--- config.mk ---
export PLATFORM = sky130hd
export DESIGN_NAME = i2c_eeprom_byte_master
export DESIGN_NICKNAME = d
export VERILOG_FILES = /design/src/design/i2cebm_pkg.sv /design/src/design/i2cebm_engine.sv /design/src/design/i2c_eeprom_byte_master.sv
export SDC_FILE = /design/constraint.sdc
export NUM_CORES = 1
export LEC_CHECK = 0
export ABC_AREA = 1
export CORE_UTILIZATION = 62
export CTS_CLUSTER_DIAMETER = 80
export DETAILED_ROUTE_END_ITERATION = 12
export DONT_BUFFER_PORTS = 1
export GPL_ROUTABILITY_DRIVEN = 0
export GPL_TIMING_DRIVEN = 1
export PLACE_DENSITY = 0.74
export SKIP_CTS_REPAIR_TIMING = 1
export SYNTH_ARGS = -nofsm -noshare
export SYNTH_HDL_FRONTEND = slang
export SYNTH_SLANG_ARGS = --single-unit
--- constraint.sdc ---
create_clock -name clock -period 5.5 [get_ports clock]
set_input_delay 1.375 -clock clock [delete_from_list [all_inputs] [get_ports clock]]
set_output_delay 1.375 -clock clock [all_outputs]
set_load 0.02 [all_outputs]
--- src/design/i2cebm_pkg.sv ---
package i2cebm_pkg;

   localparam logic [1:0] KIND_TICK  = 2'd0;
   localparam logic [1:0] KIND_READ  = 2'd1;
   localparam logic [1:0] KIND_WRITE = 2'd2;

   localparam logic [2:0] STATUS_OK        = 3'd0;
   localparam logic [2:0] STATUS_LOCKED    = 3'd1;
   localparam logic [2:0] STATUS_ADDR_NACK = 3'd2;
   localparam logic [2:0] STATUS_REG_NACK  = 3'd3;
   localparam logic [2:0] STATUS_DATA_NACK = 3'd4;
   localparam logic [2:0] STATUS_RADR_NACK = 3'd5;

   localparam logic [7:0] CHECK_LIMIT_RESET = 8'd17;

   localparam logic LINE_SCL = 1'b0;
   localparam logic LINE_SDA = 1'b1;

   localparam logic RW_WRITE = 1'b0;
   localparam logic RW_READ  = 1'b1;

   typedef struct packed {
      logic [1:0] kind;
      logic       port;
      logic [6:0] device_address;
      logic [7:0] register_address;
      logic [7:0] write_byte;
      logic       sda_sample;
   } req_type;

   typedef struct packed {
      logic       scl_port_a;
      logic       sda_port_a;
      logic       scl_port_b;
      logic       sda_port_b;
      logic       busy_res;
      logic       done_res;
      logic [2:0] status;
      logic [7:0] read_byte;
   } rsp_type;

endpackage

--- src/design/i2cebm_engine.sv ---
module i2cebm_engine (
   input  logic                clock,
   input  logic                reset,
   input  logic                step,
   input  i2cebm_pkg::req_type item,
   input  logic [7:0]          limit,
   output i2cebm_pkg::rsp_type result
);
   import i2cebm_pkg::*;

   typedef enum logic [3:0] {
      PH_IDLE, PH_CHECK, PH_START, PH_DEVW, PH_DEVW_ACK, PH_REG, PH_REG_ACK,
      PH_DATA, PH_DATA_ACK, PH_RSTART, PH_DEVR, PH_DEVR_ACK, PH_READ, PH_NACK,
      PH_STOP
   } phase_type;

   // A tick runs at most two actions: a sample that yields no pin update,
   // then the pin update that follows it.
   localparam int ACT_PASSES = 2;

   phase_type  phase_ff, phase_in;
   logic [1:0] half_ff, half_in;
   logic [2:0] bit_ff, bit_in;
   logic [7:0] shift_ff, shift_in;
   logic [7:0] pulse_ff, pulse_in;
   logic [3:0] pins_ff, pins_in;
   logic       lat_write_ff, lat_write_in;
   logic       lat_port_ff, lat_port_in;
   logic [6:0] lat_dev_ff, lat_dev_in;
   logic [7:0] lat_reg_ff, lat_reg_in;
   logic [7:0] lat_data_ff, lat_data_in;
   rsp_type    result_ff, result_in;
   logic       again;
   logic       done;
   logic [2:0] status;

   function automatic logic [3:0] drive_pin(input logic [3:0] pins, input logic port,
                                            input logic line, input logic level);
      logic [3:0] next;
      next = pins;
      next[{port, line}] = level;
      return next;
   endfunction

   always_comb begin
      phase_in     = phase_ff;
      half_in      = half_ff;
      bit_in       = bit_ff;
      shift_in     = shift_ff;
      pulse_in     = pulse_ff;
      pins_in      = pins_ff;
      lat_write_in = lat_write_ff;
      lat_port_in  = lat_port_ff;
      lat_dev_in   = lat_dev_ff;
      lat_reg_in   = lat_reg_ff;
      lat_data_in  = lat_data_ff;
      done         = 1'b0;
      status       = STATUS_OK;
      again        = 1'b1;

      if (phase_ff == PH_IDLE && (item.kind == KIND_READ || item.kind == KIND_WRITE)) begin
         lat_write_in = (item.kind == KIND_WRITE);
         lat_port_in  = item.port;
         lat_dev_in   = item.device_address;
         lat_reg_in   = item.register_address;
         lat_data_in  = item.write_byte;
         phase_in     = PH_CHECK;
         half_in      = 2'd0;
         bit_in       = 3'd0;
         shift_in     = 8'd0;
         pulse_in     = 8'd0;
      end

      for (int p = 0; p < ACT_PASSES; p++) begin
         if (again && phase_in != PH_IDLE) begin
            again = 1'b0;
            unique case (phase_in) inside
               PH_CHECK, PH_DEVW_ACK, PH_REG_ACK, PH_DATA_ACK, PH_DEVR_ACK, PH_READ: begin
                  if (half_in != 2'd3) begin
                     case (half_in)
                        2'd0:    pins_in = drive_pin(pins_in, lat_port_in, LINE_SCL, 1'b0);
                        2'd1:    pins_in = drive_pin(pins_in, lat_port_in, LINE_SDA, 1'b1);
                        default: pins_in = drive_pin(pins_in, lat_port_in, LINE_SCL, 1'b1);
                     endcase
                     half_in = half_in + 2'd1;
                  end else begin
                     // sample taken: either end here or go on to the next update
                     again   = 1'b1;
                     half_in = 2'd0;
                     bit_in  = 3'd0;
                     unique case (phase_in)
                        PH_CHECK: begin
                           if (item.sda_sample) begin
                              pulse_in = 8'd0;
                              phase_in = PH_START;
                              shift_in = 8'd0;
                           end else begin
                              pulse_in = pulse_ff + 8'd1;
                              if (pulse_in >= limit) begin
                                 done   = 1'b1;
                                 status = STATUS_LOCKED;
                              end else begin
                                 bit_in = bit_ff;
                              end
                           end
                        end
                        PH_DEVW_ACK: begin
                           if (item.sda_sample) begin
                              done   = 1'b1;
                              status = STATUS_ADDR_NACK;
                           end else begin
                              phase_in = PH_REG;
                              shift_in = lat_reg_in;
                           end
                        end
                        PH_REG_ACK: begin
                           if (item.sda_sample) begin
                              done   = 1'b1;
                              status = STATUS_REG_NACK;
                           end else if (lat_write_in) begin
                              phase_in = PH_DATA;
                              shift_in = lat_data_in;
                           end else begin
                              phase_in = PH_RSTART;
                              shift_in = 8'd0;
                           end
                        end
                        PH_DATA_ACK: begin
                           if (item.sda_sample) begin
                              done   = 1'b1;
                              status = STATUS_DATA_NACK;
                           end else begin
                              phase_in = PH_STOP;
                              shift_in = 8'd0;
                           end
                        end
                        PH_DEVR_ACK: begin
                           if (item.sda_sample) begin
                              done   = 1'b1;
                              status = STATUS_RADR_NACK;
                           end else begin
                              phase_in = PH_READ;
                              shift_in = 8'd0;
                           end
                        end
                        default: begin
                           // read: shift in one bit
                           shift_in = {shift_in[6:0], item.sda_sample};
                           if (bit_ff == 3'd7) begin
                              phase_in = PH_NACK;
                           end else begin
                              bit_in = bit_ff + 3'd1;
                           end
                        end
                     endcase
                     if (done) begin
                        again    = 1'b0;
                        phase_in = PH_IDLE;
                        bit_in   = 3'd0;
                     end
                  end
               end
               PH_START, PH_RSTART: begin
                  if (half_in == 2'd0) begin
                     pins_in = drive_pin(pins_in, lat_port_in, LINE_SCL, 1'b1);
                     pins_in = drive_pin(pins_in, lat_port_in, LINE_SDA, 1'b1);
                     half_in = 2'd1;
                  end else begin
                     pins_in = drive_pin(pins_in, lat_port_in, LINE_SDA, 1'b0);
                     half_in = 2'd0;
                     bit_in  = 3'd0;
                     if (phase_in == PH_START) begin
                        phase_in = PH_DEVW;
                        shift_in = {lat_dev_in, RW_WRITE};
                     end else begin
                        phase_in = PH_DEVR;
                        shift_in = {lat_dev_in, RW_READ};
                     end
                  end
               end
               PH_DEVW, PH_REG, PH_DATA, PH_DEVR: begin
                  if (half_in == 2'd0) begin
                     pins_in = drive_pin(pins_in, lat_port_in, LINE_SCL, 1'b0);
                     half_in = 2'd1;
                  end else if (half_in == 2'd1) begin
                     pins_in = drive_pin(pins_in, lat_port_in, LINE_SDA, shift_in[7]);
                     half_in = 2'd2;
                  end else begin
                     pins_in  = drive_pin(pins_in, lat_port_in, LINE_SCL, 1'b1);
                     shift_in = {shift_in[6:0], 1'b0};
                     half_in  = 2'd0;
                     if (bit_in == 3'd7) begin
                        bit_in = 3'd0;
                        case (phase_in)
                           PH_DEVW: phase_in = PH_DEVW_ACK;
                           PH_REG:  phase_in = PH_REG_ACK;
                           PH_DATA: phase_in = PH_DATA_ACK;
                           default: phase_in = PH_DEVR_ACK;
                        endcase
                     end else begin
                        bit_in = bit_in + 3'd1;
                     end
                  end
               end
               PH_NACK: begin
                  if (half_in == 2'd0) begin
                     pins_in = drive_pin(pins_in, lat_port_in, LINE_SCL, 1'b0);
                     half_in = 2'd1;
                  end else if (half_in == 2'd1) begin
                     pins_in = drive_pin(pins_in, lat_port_in, LINE_SDA, 1'b1);
                     half_in = 2'd2;
                  end else begin
                     pins_in  = drive_pin(pins_in, lat_port_in, LINE_SCL, 1'b1);
                     phase_in = PH_STOP;
                     half_in  = 2'd0;
                  end
               end
               PH_STOP: begin
                  case (half_in)
                     2'd0: pins_in = drive_pin(pins_in, lat_port_in, LINE_SCL, 1'b0);
                     2'd1: pins_in = drive_pin(pins_in, lat_port_in, LINE_SDA, 1'b0);
                     2'd2: pins_in = drive_pin(pins_in, lat_port_in, LINE_SCL, 1'b1);
                     default: begin
                        pins_in = drive_pin(pins_in, lat_port_in, LINE_SDA, 1'b1);
                        done    = 1'b1;
                        status  = STATUS_OK;
                     end
                  endcase
                  if (done) begin
                     phase_in = PH_IDLE;
                     half_in  = 2'd0;
                     bit_in   = 3'd0;
                  end else begin
                     half_in = half_in + 2'd1;
                  end
               end
               default: begin
                  phase_in = PH_IDLE;
                  half_in  = 2'd0;
               end
            endcase
         end
      end

      result_in.scl_port_a = pins_in[0];
      result_in.sda_port_a = pins_in[1];
      result_in.scl_port_b = pins_in[2];
      result_in.sda_port_b = pins_in[3];
      result_in.busy_res   = (phase_in != PH_IDLE);
      result_in.done_res   = done;
      result_in.status     = status;
      result_in.read_byte  = (done && status == STATUS_OK && !lat_write_in) ? shift_in : 8'd0;
   end

   always_ff @(posedge clock) begin
      if (reset) begin
         phase_ff <= PH_IDLE;
         half_ff  <= 2'd0;
         bit_ff   <= 3'd0;
         shift_ff <= 8'd0;
         pulse_ff <= 8'd0;
         pins_ff  <= 4'hF;
      end else if (step) begin
         phase_ff <= phase_in;
         half_ff  <= half_in;
         bit_ff   <= bit_in;
         shift_ff <= shift_in;
         pulse_ff <= pulse_in;
         pins_ff  <= pins_in;
      end
      if (step) begin
         lat_write_ff <= lat_write_in;
         lat_port_ff  <= lat_port_in;
         lat_dev_ff   <= lat_dev_in;
         lat_reg_ff   <= lat_reg_in;
         lat_data_ff  <= lat_data_in;
         result_ff    <= result_in;
      end
   end

   assign result = result_ff;

endmodule

--- src/design/i2c_eeprom_byte_master.sv ---
// Two-port I2C master for single-byte random reads and writes. Each word on
// the req channel is one half-bit tick of the bus and may carry a read or
// write request (ignored while busy); each tick yields exactly one rsp word
// with the pin levels of both ports, busy, done, status and the read byte.
// A request first pulses SCL with SDA released until SDA reads high, up to
// the csr limit. A word is taken every cycle while req_stall is low; its
// response passes the input register and then the result register around
// the tick logic. csr_ready is always high.
module i2c_eeprom_byte_master (
   input  logic       clock,
   input  logic       reset,
   input  logic       req_valid,
   output logic       req_stall,
   input  logic [1:0] req_kind,
   input  logic       req_port,
   input  logic [6:0] req_device_address,
   input  logic [7:0] req_register_address,
   input  logic [7:0] req_write_byte,
   input  logic       req_sda_sample,
   output logic       rsp_valid,
   input  logic       rsp_stall,
   output logic       rsp_scl_port_a,
   output logic       rsp_sda_port_a,
   output logic       rsp_scl_port_b,
   output logic       rsp_sda_port_b,
   output logic       rsp_busy_res,
   output logic       rsp_done_res,
   output logic [2:0] rsp_status,
   output logic [7:0] rsp_read_byte,
   input  logic       csr_valid,
   output logic       csr_ready,
   input  logic [7:0] csr_data
);
   import i2cebm_pkg::*;

   req_type    req_ff, req_in;
   logic       req_valid_ff, req_valid_in;
   logic       rsp_valid_ff, rsp_valid_in;
   logic [7:0] limit_ff, limit_in;
   logic       out_free;
   logic       in_free;
   logic       step;
   rsp_type    result;

   // advance when the result slot is empty or being drained
   assign out_free  = !rsp_valid_ff || !rsp_stall;
   assign in_free   = !req_valid_ff || out_free;
   assign step      = req_valid_ff && out_free;
   assign req_stall = !in_free;
   assign csr_ready = 1'b1;

   always_comb begin
      req_in.kind             = req_kind;
      req_in.port             = req_port;
      req_in.device_address   = req_device_address;
      req_in.register_address = req_register_address;
      req_in.write_byte       = req_write_byte;
      req_in.sda_sample       = req_sda_sample;
      req_valid_in = in_free ? req_valid : req_valid_ff;
      rsp_valid_in = out_free ? req_valid_ff : rsp_valid_ff;
      limit_in     = (csr_valid && csr_ready) ? csr_data : limit_ff;
   end

   always_ff @(posedge clock) begin
      if (reset) begin
         req_valid_ff <= 1'b0;
         rsp_valid_ff <= 1'b0;
         limit_ff     <= CHECK_LIMIT_RESET;
      end else begin
         req_valid_ff <= req_valid_in;
         rsp_valid_ff <= rsp_valid_in;
         limit_ff     <= limit_in;
      end
      if (in_free && req_valid) begin
         req_ff <= req_in;
      end
   end

   i2cebm_engine u_engine (
      .clock  (clock),
      .reset  (reset),
      .step   (step),
      .item   (req_ff),
      .limit  (limit_ff),
      .result (result)
   );

   assign rsp_valid      = rsp_valid_ff;
   assign rsp_scl_port_a = result.scl_port_a;
   assign rsp_sda_port_a = result.sda_port_a;
   assign rsp_scl_port_b = result.scl_port_b;
   assign rsp_sda_port_b = result.sda_port_b;
   assign rsp_busy_res   = result.busy_res;
   assign rsp_done_res   = result.done_res;
   assign rsp_status     = result.status;
   assign rsp_read_byte  = result.read_byte;

endmodule

; ---- Word-level counts from Yosys, hierarchy flattened
; Index checks and enable logic that the tools add are counted.
[word_totals]
reg_bits = 108
latch_bits = 0
mem_bits_rw = 0
mem_bits_ro = 0
inputBits = 40
elab_cells = 326
memories = 0
[op_classes]
n_addsub = 6
multipliers = 0
n_div = 0
magnitude_cmp = 5
eq_ne = 39
shifts = 0
n_mux = 199
bitwise_logic = 12
n_reduce_logical = 37
[ops]
columns = cell, count
row1 = $mux 8, 32
row2 = $mux 4, 50
row3 = $pmux 4 s5, 6
row4 = $mux 3, 34
row5 = $pmux 8 s4, 2
row6 = $eq 4x4->1 const B, 14
row7 = $pmux 4 s3, 4
row8 = $pmux 8 s3, 2
row9 = $mux 1, 36
row10 = $eq 4x3->1 const B, 8
row11 = $pmux 3 s5, 2
row12 = $mux 2, 13
row13 = $pmux 3 s4, 2
row14 = $pmux 3 s2, 3
row15 = $and 4x4->4, 4
row16 = $eq 4x2->1 const B, 4
row17 = $or 4x4->4, 4
row18 = $pmux 2 s4, 2
row19 = $pmux 4 s2, 2
row20 = $reduce_or 4->1, 4
row21 = $reduce_bool 4->1, 3
row22 = $reduce_or 6->1, 2
row23 = $reduce_or 5->1, 2
row24 = $add 3x1->3 const B, 3
row25 = 25 further kinds, 60

; ---- Longest topological paths before layout
; Gate-level depths: netlist (run 1).
[logic_depth]
depth_word = 25
depth_mapped = 33
mapped_depth_nobuf = 31

; ---- Hierarchy
; From an unflattened synthesis (run 1), not the netlist that was laid out.
[unflattened]
cells_unflattened = 1363
hier_area_um2 = 8928.6
[modules_own_cells]
columns = module, instances, cells_per_inst, area_each_um2
row1 = i2cebm_engine, 1, 1288, 7756.2
row2 = i2c_eeprom_byte_master, 1, 75, 1172.4

; ---- Least setup slack after synthesis (run 1)
; No wires, ideal clock.
[synth_path]
path_type = flip-flop to flip-flop
from = register req_ff[26] (netlist name)
to = register u_engine.result_ff (netlist bit u_engine.result[12]), data pin
setup_time_ns = 0.262
arrival_ns = 4.003
t_required_ns = 5.238
slack_ns = 1.235
stages_incl_launch_ff = 28
period_less_slack_ns = 4.265
path_cell_list = edfxtp_1 ha_1 inv_1 nand3_2 buf_2 buf_1 nand2_1 ha_1 clkbuf_1 clkbuf_1 a221oi_1 o21a_1 inv_1 ha_1 nor2_1 inv_1 nor2_1 nor2_1 a21oi_1 nand3_1 nand2_1 nand2_1 nor2_1 nand2_1 nand2_1 nand2_1 nor2_1 nand3_1
[synth_rtl]
columns = element, line
row1 = "start, declared", i2c_eeprom_byte_master.sv:36  ; req_type req_ff, req_in;
row2 = "start signal, assigned", i2c_eeprom_byte_master.sv:75  ; req_ff <= req_in;
row3 = "end signal, assigned", i2cebm_engine.sv:277  ; result_ff <= result_in;
row4 = "end, declared", i2cebm_engine.sv:32  ; rsp_type result_ff, result_in;

==> qor.yml, run 1 <==
critical_path:
  cp_max_fo: 26
  r2r_setup_slack_ns: 0.52
  worstSetupStartpointType: "register"
  cp-end-kind: "register"
  worst-setup-path-type: "register to register"
  critPathMostFrequentCell: "nand2_1"
  worstPathRequired_ns: 5.62
  slowest_stage: "dfxtp_1"
  worstPathArrival_ns: 5.09
  timing.rr.start: "u_engine.pulse_ff[2]$_SDFFE_PP0P_"
  critPathCapture: "u_engine.result[12]$_DFFE_PP_"
  crit_start: "u_engine.pulse_ff[2]$_SDFFE_PP0P_"
  r2r-end: "u_engine.result[12]$_DFFE_PP_"
  reg2reg_depth: 31
  cpPeakStageDelay_ns: 0.46
clock_tree:
  root_buffer: "clkbuf_16"
  cts_sinks: 108
  cts_made_buffers: 9
  clockBufferDepth: 2
  clkSlewWorstSetupHoldPaths_ns: 0.08
  cts_tree: "yes"
  clk_latency_ns: 0.37
  cts_htree_levels: 3
die:
  die_height_um: 120.5
  start_util_pct: 64.67
  pin_count: 60
  std_cell_rows: 42
  die_area_mm2: 0.01451
  die_w_um: 120.5
  core_area_mm2: 0.01345
grt:
  grt_max_degree: 77
  grt-ovfl-total: 0
  antenna_found_initial: 0
  grt_pass1_wl_mm: 42.46
  grt_pass1_vias: 8270
  track_usage_pct: 37.71
routing:
  vias_per_cell: 6.125
  vias: 8728
  drt_wl_total_mm: 26.17
  drc: 0
  first_pass_iters: 6
  drt_iter0_drc: 1032
  wire_per_inst_um: 18.36
  antenna_left: 0
power:
  sequentialPowerShare_pct: 37.5
  switching_share_pct: 41.60
  ir_drop_uv: 142.2
  p_leak_uw: 0.004266
  share_comb_of_total_power_pct: 36.8
  power.density_mw_per_mm2: 283.8
  power.internal_uw: 1507
  switchingPower_uw: 1074
  clkPwrFrac_pct: 25.7
place:
  dp_hpwl_mm: 19.30
  port_buffers: 0
  dp_slack_ns: 0.6933
cells_and_area:
  regArea_mm2: 0.002853
  drive_gt1_share_pct: 10.49
  fillCellCount: 1236
  nets: 1311
  multi_input_area_mm2: 0.005061
  final_common_cell: "nand2_1"
  num_antenna_cells: 0
  final_cell_mix: "nand2_1, inv_1, nor2_1"
  area_growth_pct: 4.559
synthesis:
  synth_cell_types: 58
  synthArstFlopShare_pct: 0
  synth-edff-count: 69
  synth-main-ff-cell: "edfxtp_1"
  ys_ff_latch: 108
  syn_inst: 1266
  ys_seq_area_share_pct: 32.79
  ys.warnings.count: 0
  synth_fp_nets: 1333
  avgSynthCellArea_um2: 6.872
  syn_area_mm2: 0.008700
job:
  cap_violations: 0
timing:
  setup_tns_ns: 0
  finalHoldViolCount: 0
  worst_slack_ns: 0.5240
  tightest_slew_ns: 1.022
  setup_viol: 0
  final.setup_skew_ns: 0.01395
  period_share_pct: 90.47
  fmax_mhz: 201.0
  grt_setup_unrepaired: "false"
  drv_slew: 0
  holdWs_ns: 0.4694
  slew_headroom_pct: 31.81
  min_period_ns: 4.976
min_path:
  hold_class: "register to register"
outcome:
  status: "complete, no violations"
-- cells in the mapped netlist, types with 9 or more instances --
| cell | instances | area share (%) |
|---|---|---|
| a21oi_1 | 91 | 5.2 |
| a31oi_1 | 14 | 1.0 |
| clkbuf_1 | 25 | 1.1 |
| dfxtp_1 | 39 | 9.0 |
| edfxtp_1 | 69 | 24 |
| ha_1 | 27 | 3.9 |
| inv_1 | 130 | 5.6 |
| inv_2 | 22 | 0.95 |
| nand2_1 | 385 | 17 |
| nand2_2 | 16 | 1.2 |
| nand3_1 | 73 | 4.2 |
| nand3_2 | 10 | 1.2 |
| nand4_1 | 17 | 1.2 |
| nor2_1 | 101 | 4.4 |
| nor2_2 | 14 | 1.0 |
| nor2_4 | 9 | 1.2 |
| o211ai_1 | 20 | 1.7 |
| o21ai_0 | 70 | 4.0 |
| o21ai_1 | 16 | 0.92 |
| o22ai_1 | 10 | 0.72 |
-- per-layer routing --
layer	vias up	global-route usage, %	share of wire (%)
li1	4196	-	-
met1	3921	49.34	42
met2	507	58.37	44
met3	104	7.547	9.4
met4	0	20.91	5.3
met5	-	0	0
-- flip-flops by register name (all words and copies together), names as in the netlist --
signal	count
req_ff	27
u_engine.result	17
limit_ff	8
u_engine.lat_data_ff	8
u_engine.lat_reg_ff	8
u_engine.pulse_ff	8
u_engine.shift_ff	8
u_engine.lat_dev_ff	7
u_engine.phase_ff	4
u_engine.pins_ff	4
u_engine.bit_ff	3
u_engine.half_ff	2
req_valid_ff	1
rsp_valid	1
u_engine.lat_port_ff	1
u_engine.lat_write_ff	1
-- final cells by class --
type / count / area share (%)
inverters: 156 / 6.520
clock buffers: 9 / 2.476
flip-flops and latches: 108 / 31.36
repair buffers: 10 / 0.8253
multi-input cells: 959 / 55.64
clock inverters: 7 / 0.7565
well taps: 176 / 2.421
-- stage by stage --
stage / util [%] / area, um^2 / cells / power, uW
global route: 67.62 / 9096 / 1425 / 2725
floorplan: - / 8700 / 1266 / 1675
finish: 67.62 / 9096 / 1425 / 2581
CTS: 67.62 / 9096 / 1425 / 2561
detailed placement: 65.43 / 8802 / 1409 / 1901
global placement: 65.43 / 8802 / 1409 / 1897
-- worst min-delay path by stage --
stage | startpoint | end | slack (ns) | cells past startpoint
floorplan | limit_ff[0]$_SDFFE_PP1P_ | limit_ff[0]$_SDFFE_PP1P_ | 0.44 | 2
global placement | limit_ff[0]$_SDFFE_PP1P_ | limit_ff[0]$_SDFFE_PP1P_ | 0.46 | 2
detailed placement | limit_ff[1]$_SDFFE_PP0P_ | limit_ff[1]$_SDFFE_PP0P_ | 0.46 | 2
CTS | limit_ff[1]$_SDFFE_PP0P_ | limit_ff[1]$_SDFFE_PP0P_ | 0.47 | 2
global route | limit_ff[6]$_SDFFE_PP0P_ | limit_ff[6]$_SDFFE_PP0P_ | 0.51 | 2
finish | limit_ff[1]$_SDFFE_PP0P_ | limit_ff[1]$_SDFFE_PP0P_ | 0.47 | 2
-- cell families after synthesis --
logic type / share of synthesized area, %
adders and majority gates: 3.883
xor gates and xnor gates: 0.4027
DFF: 32.79
AOI/OAI and AO/OA: 18.34
buffers and inverters: 9.118
other: 0.04311
and+or+nand+nor: 35.42
-- worst max-delay path: cells and delay by family (launching register included) --
kind,cells,cell delay [ns]
simple gates,19,2.10
fa+ha+maj,3,0.63
compound gates,4,0.75
xor+xnor,1,0.21
flops,1,0.46
buf+inv,4,0.55
-- power by group through the flow --
stage / Clock [uW] / Sequential, uW / Combinational, uW
floorplan: 0 / 970 / 705
global placement: 0 / 986 / 911
detailed placement: 0 / 987 / 915
CTS: 673 / 968 / 920
finish: 664 / 969 / 949
global route: 703 / 973 / 1050
Note: power is estimated with default switching activity, not from simulation.
==> inputs of run 2 (changes only) <==
--- a/config.mk
+++ b/config.mk
@@ -7,5 +7,5 @@
 export LEC_CHECK = 0
 export ABC_AREA = 1
-export CORE_UTILIZATION = 62
+export CORE_UTILIZATION = 30
 export CTS_CLUSTER_DIAMETER = 80
 export DETAILED_ROUTE_END_ITERATION = 12
@@ -13,5 +13,5 @@
 export GPL_ROUTABILITY_DRIVEN = 0
 export GPL_TIMING_DRIVEN = 1
-export PLACE_DENSITY = 0.74
+export PLACE_DENSITY = 0.4
 export SKIP_CTS_REPAIR_TIMING = 1
 export SYNTH_ARGS = -nofsm -noshare
==> constraint.sdc (replaced) <==
create_clock -name clock -period 5.5 [get_ports clock]
set_input_delay 0 -clock clock [delete_from_list [all_inputs] [get_ports clock]]
set_output_delay 0 -clock clock [all_outputs]
set_load 0.02 [all_outputs]
==> run 2 against run 1 <==
Against the previous run:
- combinational power is 5% higher
- worst setup slack better by 0.20 ns
- clock power is 0.9% higher
- sequential share of layout area is 2.1 points lower
- largest cell class unchanged
==> qor.yml, run 2 (same netlist as run 1, synthesis figures left out) <==
timing:
  tightest_slew_ns: 1.039  # +0.01706 ns
  final.setup_skew_ns: 0.01098  # -0.002971 ns
  setup_viol: 0  # unchanged
  worst_slack_ns: 0.7257  # +0.2017 ns
  slew_headroom_pct: 30.67  # -1.1 points
  setup_tns_ns: 0  # unchanged
  drv_slew: 0  # unchanged
  grt_setup_unrepaired: "false"
  period_share_pct: 86.81  # -3.7 points
  finalHoldViolCount: 0  # unchanged
  fmax_mhz: 209.5  # +4.2%
  min_period_ns: 4.774  # -0.2017 ns
routing:
  first_pass_iters: 5  # -1
  drc: 0  # unchanged
  drt_wl_total_mm: 30.70  # +17%
  drt_iter0_drc: 542  # -47%
  vias: 8602  # -1.4%
  vias_per_cell: 5.160  # -16%
  wire_per_inst_um: 18.41  # +0.26%
  antenna_left: 0  # unchanged
outcome:
  status: "complete, no violations"
min_path:
  min_from: "reset"
  hold_class: "primary input to register"
  hold_path_end: "limit_ff[0]$_SDFFE_PP1P_"
  hold_depth: 2  # unchanged
place:
  port_buffers: 0  # unchanged
  dp_slack_ns: 0.7606  # +0.06728 ns
  placed_cells: 1610  # +14%
  placed_area_mm2: 0.009047  # +2.8%
  dp_hpwl_mm: 23.48  # +22%
grt:
  grt_pass1_wl_mm: 47.49  # +12%
  grt-ovfl-total: 0  # unchanged
  track_usage_pct: 21.35  # -16 points
  grt_pass1_vias: 8200  # -0.85%
  antenna_found_initial: 1  # +1
  grt_max_degree: 52  # -32%
power:
  sequentialPowerShare_pct: 36.7  # -0.8 points
  switching_share_pct: 42.17  # +0.57 points
  power.density_mw_per_mm2: 270.5  # -4.7%
  power.internal_uw: 1526  # +1.3%
  switchingPower_uw: 1113  # +3.7%
  p_leak_uw: 0.004446  # +4.2%
  ir_drop_uv: 142.0  # about the same
  share_comb_of_total_power_pct: 38.0  # +1.2 points
  clkPwrFrac_pct: 25.4  # -0.3 points
critical_path:
  critPathMostFrequentCell: "nand2_1"
  worstSetupStartpointType: "register"
  slowest_stage: "dfxtp_1"
  cpPeakStageDelay_ns: 0.44  # -0.02 ns
  worstPathRequired_ns: 5.62  # about the same
  cp-end-kind: "register"
  r2r_setup_slack_ns: 0.73  # +0.20 ns
  cp_max_fo: 26  # unchanged
  reg2reg_depth: 31  # unchanged
  r2r-end: "u_engine.result[12]$_DFFE_PP_"
  worstPathArrival_ns: 4.89  # -0.20 ns
  timing.rr.start: "u_engine.pulse_ff[2]$_SDFFE_PP0P_"
  worst-setup-path-type: "register to register"
die:
  die_w_um: 172.3  # +43%
  start_util_pct: 30.89  # -34 points
  std_cell_rows: 61  # +45%
  pin_count: 60  # unchanged
  die_area_mm2: 0.02968  # +100%
  die_height_um: 172.3  # +43%
  core_area_mm2: 0.02816  # +110%
cells_and_area:
  nets: 1351  # +3.1%
  final_util_pct: 34.65  # -33 points
  stdcell_count: 1667  # +17%
  fillCellCount: 3066  # +150%
  num_antenna_cells: 0  # unchanged
  drive_gt1_share_pct: 10.16  # -0.33 points
  final_cell_mix: "nand2_1, inv_1, nor2_1"
  final_common_cell: "nand2_1"
  regMostFlops: "req_ff"
  largest_reg_flops: 27  # unchanged
  area_growth_pct: 12.18
  final_area_mm2: 0.009759  # +7.3%
clock_tree:
  cts_sinks: 108  # unchanged
  clockBufferDepth: 2  # unchanged
  clk_latency_ns: 0.37  # about the same
  cts_tree: "yes"
  cts_made_buffers: 9  # unchanged
  clkSlewWorstSetupHoldPaths_ns: 0.08  # about the same
  root_buffer: "clkbuf_16"
  cts_htree_levels: 3  # unchanged
job:
  cap_violations: 0  # unchanged
-- run 2: power groups by stage --
stage | combinational [uW] | sequential [uW] | clock [uW]
2_1_floorplan | 705 | 970 | 0
3_3_place_gp | 977 | 987 | 0
3_5_place_dp | 970 | 987 | 0
4_1_cts | 975 | 969 | 695
5_1_grt | 1120 | 974 | 719
6_report | 1000 | 968 | 670
-- run 2: routing by layer --
| metal | wire (um) | GRT usage [%] |
|---|---|---|
| met1 | 13990 | 26.77 |
| met2 | 14720 | 36.82 |
| met3 | 979 | 2.495 |
| met4 | 1007 | 9.080 |
| met5 | 0 | 0 |
-- run 2: cell type report --
cell class / count / area [um^2] / share of cell area, %
inverters: 156 / 593.1 / 6.077
clock buffers: 9 / 225.2 / 2.308
well taps: 378 / 473.0 / 4.846
flip-flops and latches: 108 / 2853 / 29.23
repair buffers: 50 / 488.0 / 5.000
multi-input cells: 959 / 5061 / 51.86
clock inverters: 7 / 66.31 / 0.6795
-- run 2: critical path, delay by kind of cell, from the launching register on --
family | cells | cell delay, ns
flip-flops | 1 | 0.44
buffers and inverters | 4 | 0.54
AO/OA/AOI/OAI | 4 | 0.74
adder cells (fa/ha/maj) | 3 | 0.62
XOR/XNOR | 1 | 0.20
AND/OR/NAND/NOR | 19 | 1.96
-- run 2: worst max path at each step --
stage | startpoint | endpoint | cells after the start
final | u_engine.pulse_ff[2]$_SDFFE_PP0P_ | u_engine.result[12]$_DFFE_PP_ | 31
after global routing | u_engine.pulse_ff[2]$_SDFFE_PP0P_ | u_engine.result[12]$_DFFE_PP_ | 31
after CTS | u_engine.pulse_ff[2]$_SDFFE_PP0P_ | u_engine.result[12]$_DFFE_PP_ | 31
after detailed placement | u_engine.pulse_ff[2]$_SDFFE_PP0P_ | u_engine.result[12]$_DFFE_PP_ | 31
after global placement | u_engine.phase_ff[2]$_SDFFE_PP0P_ | u_engine.result[12]$_DFFE_PP_ | 28
after floorplan | req_ff[26]$_DFFE_PP_ | u_engine.result[12]$_DFFE_PP_ | 27
-- run 2: through the flow --
stage / power, uW / hold slack, ns
global placement: 1964 / 0.07809
detailed placement: 1957 / 0.07864
global route: 2810 / 0.06726
finish: 2639 / 0.03611
CTS: 2638 / -0.3235
floorplan: 1675 / 0.09887
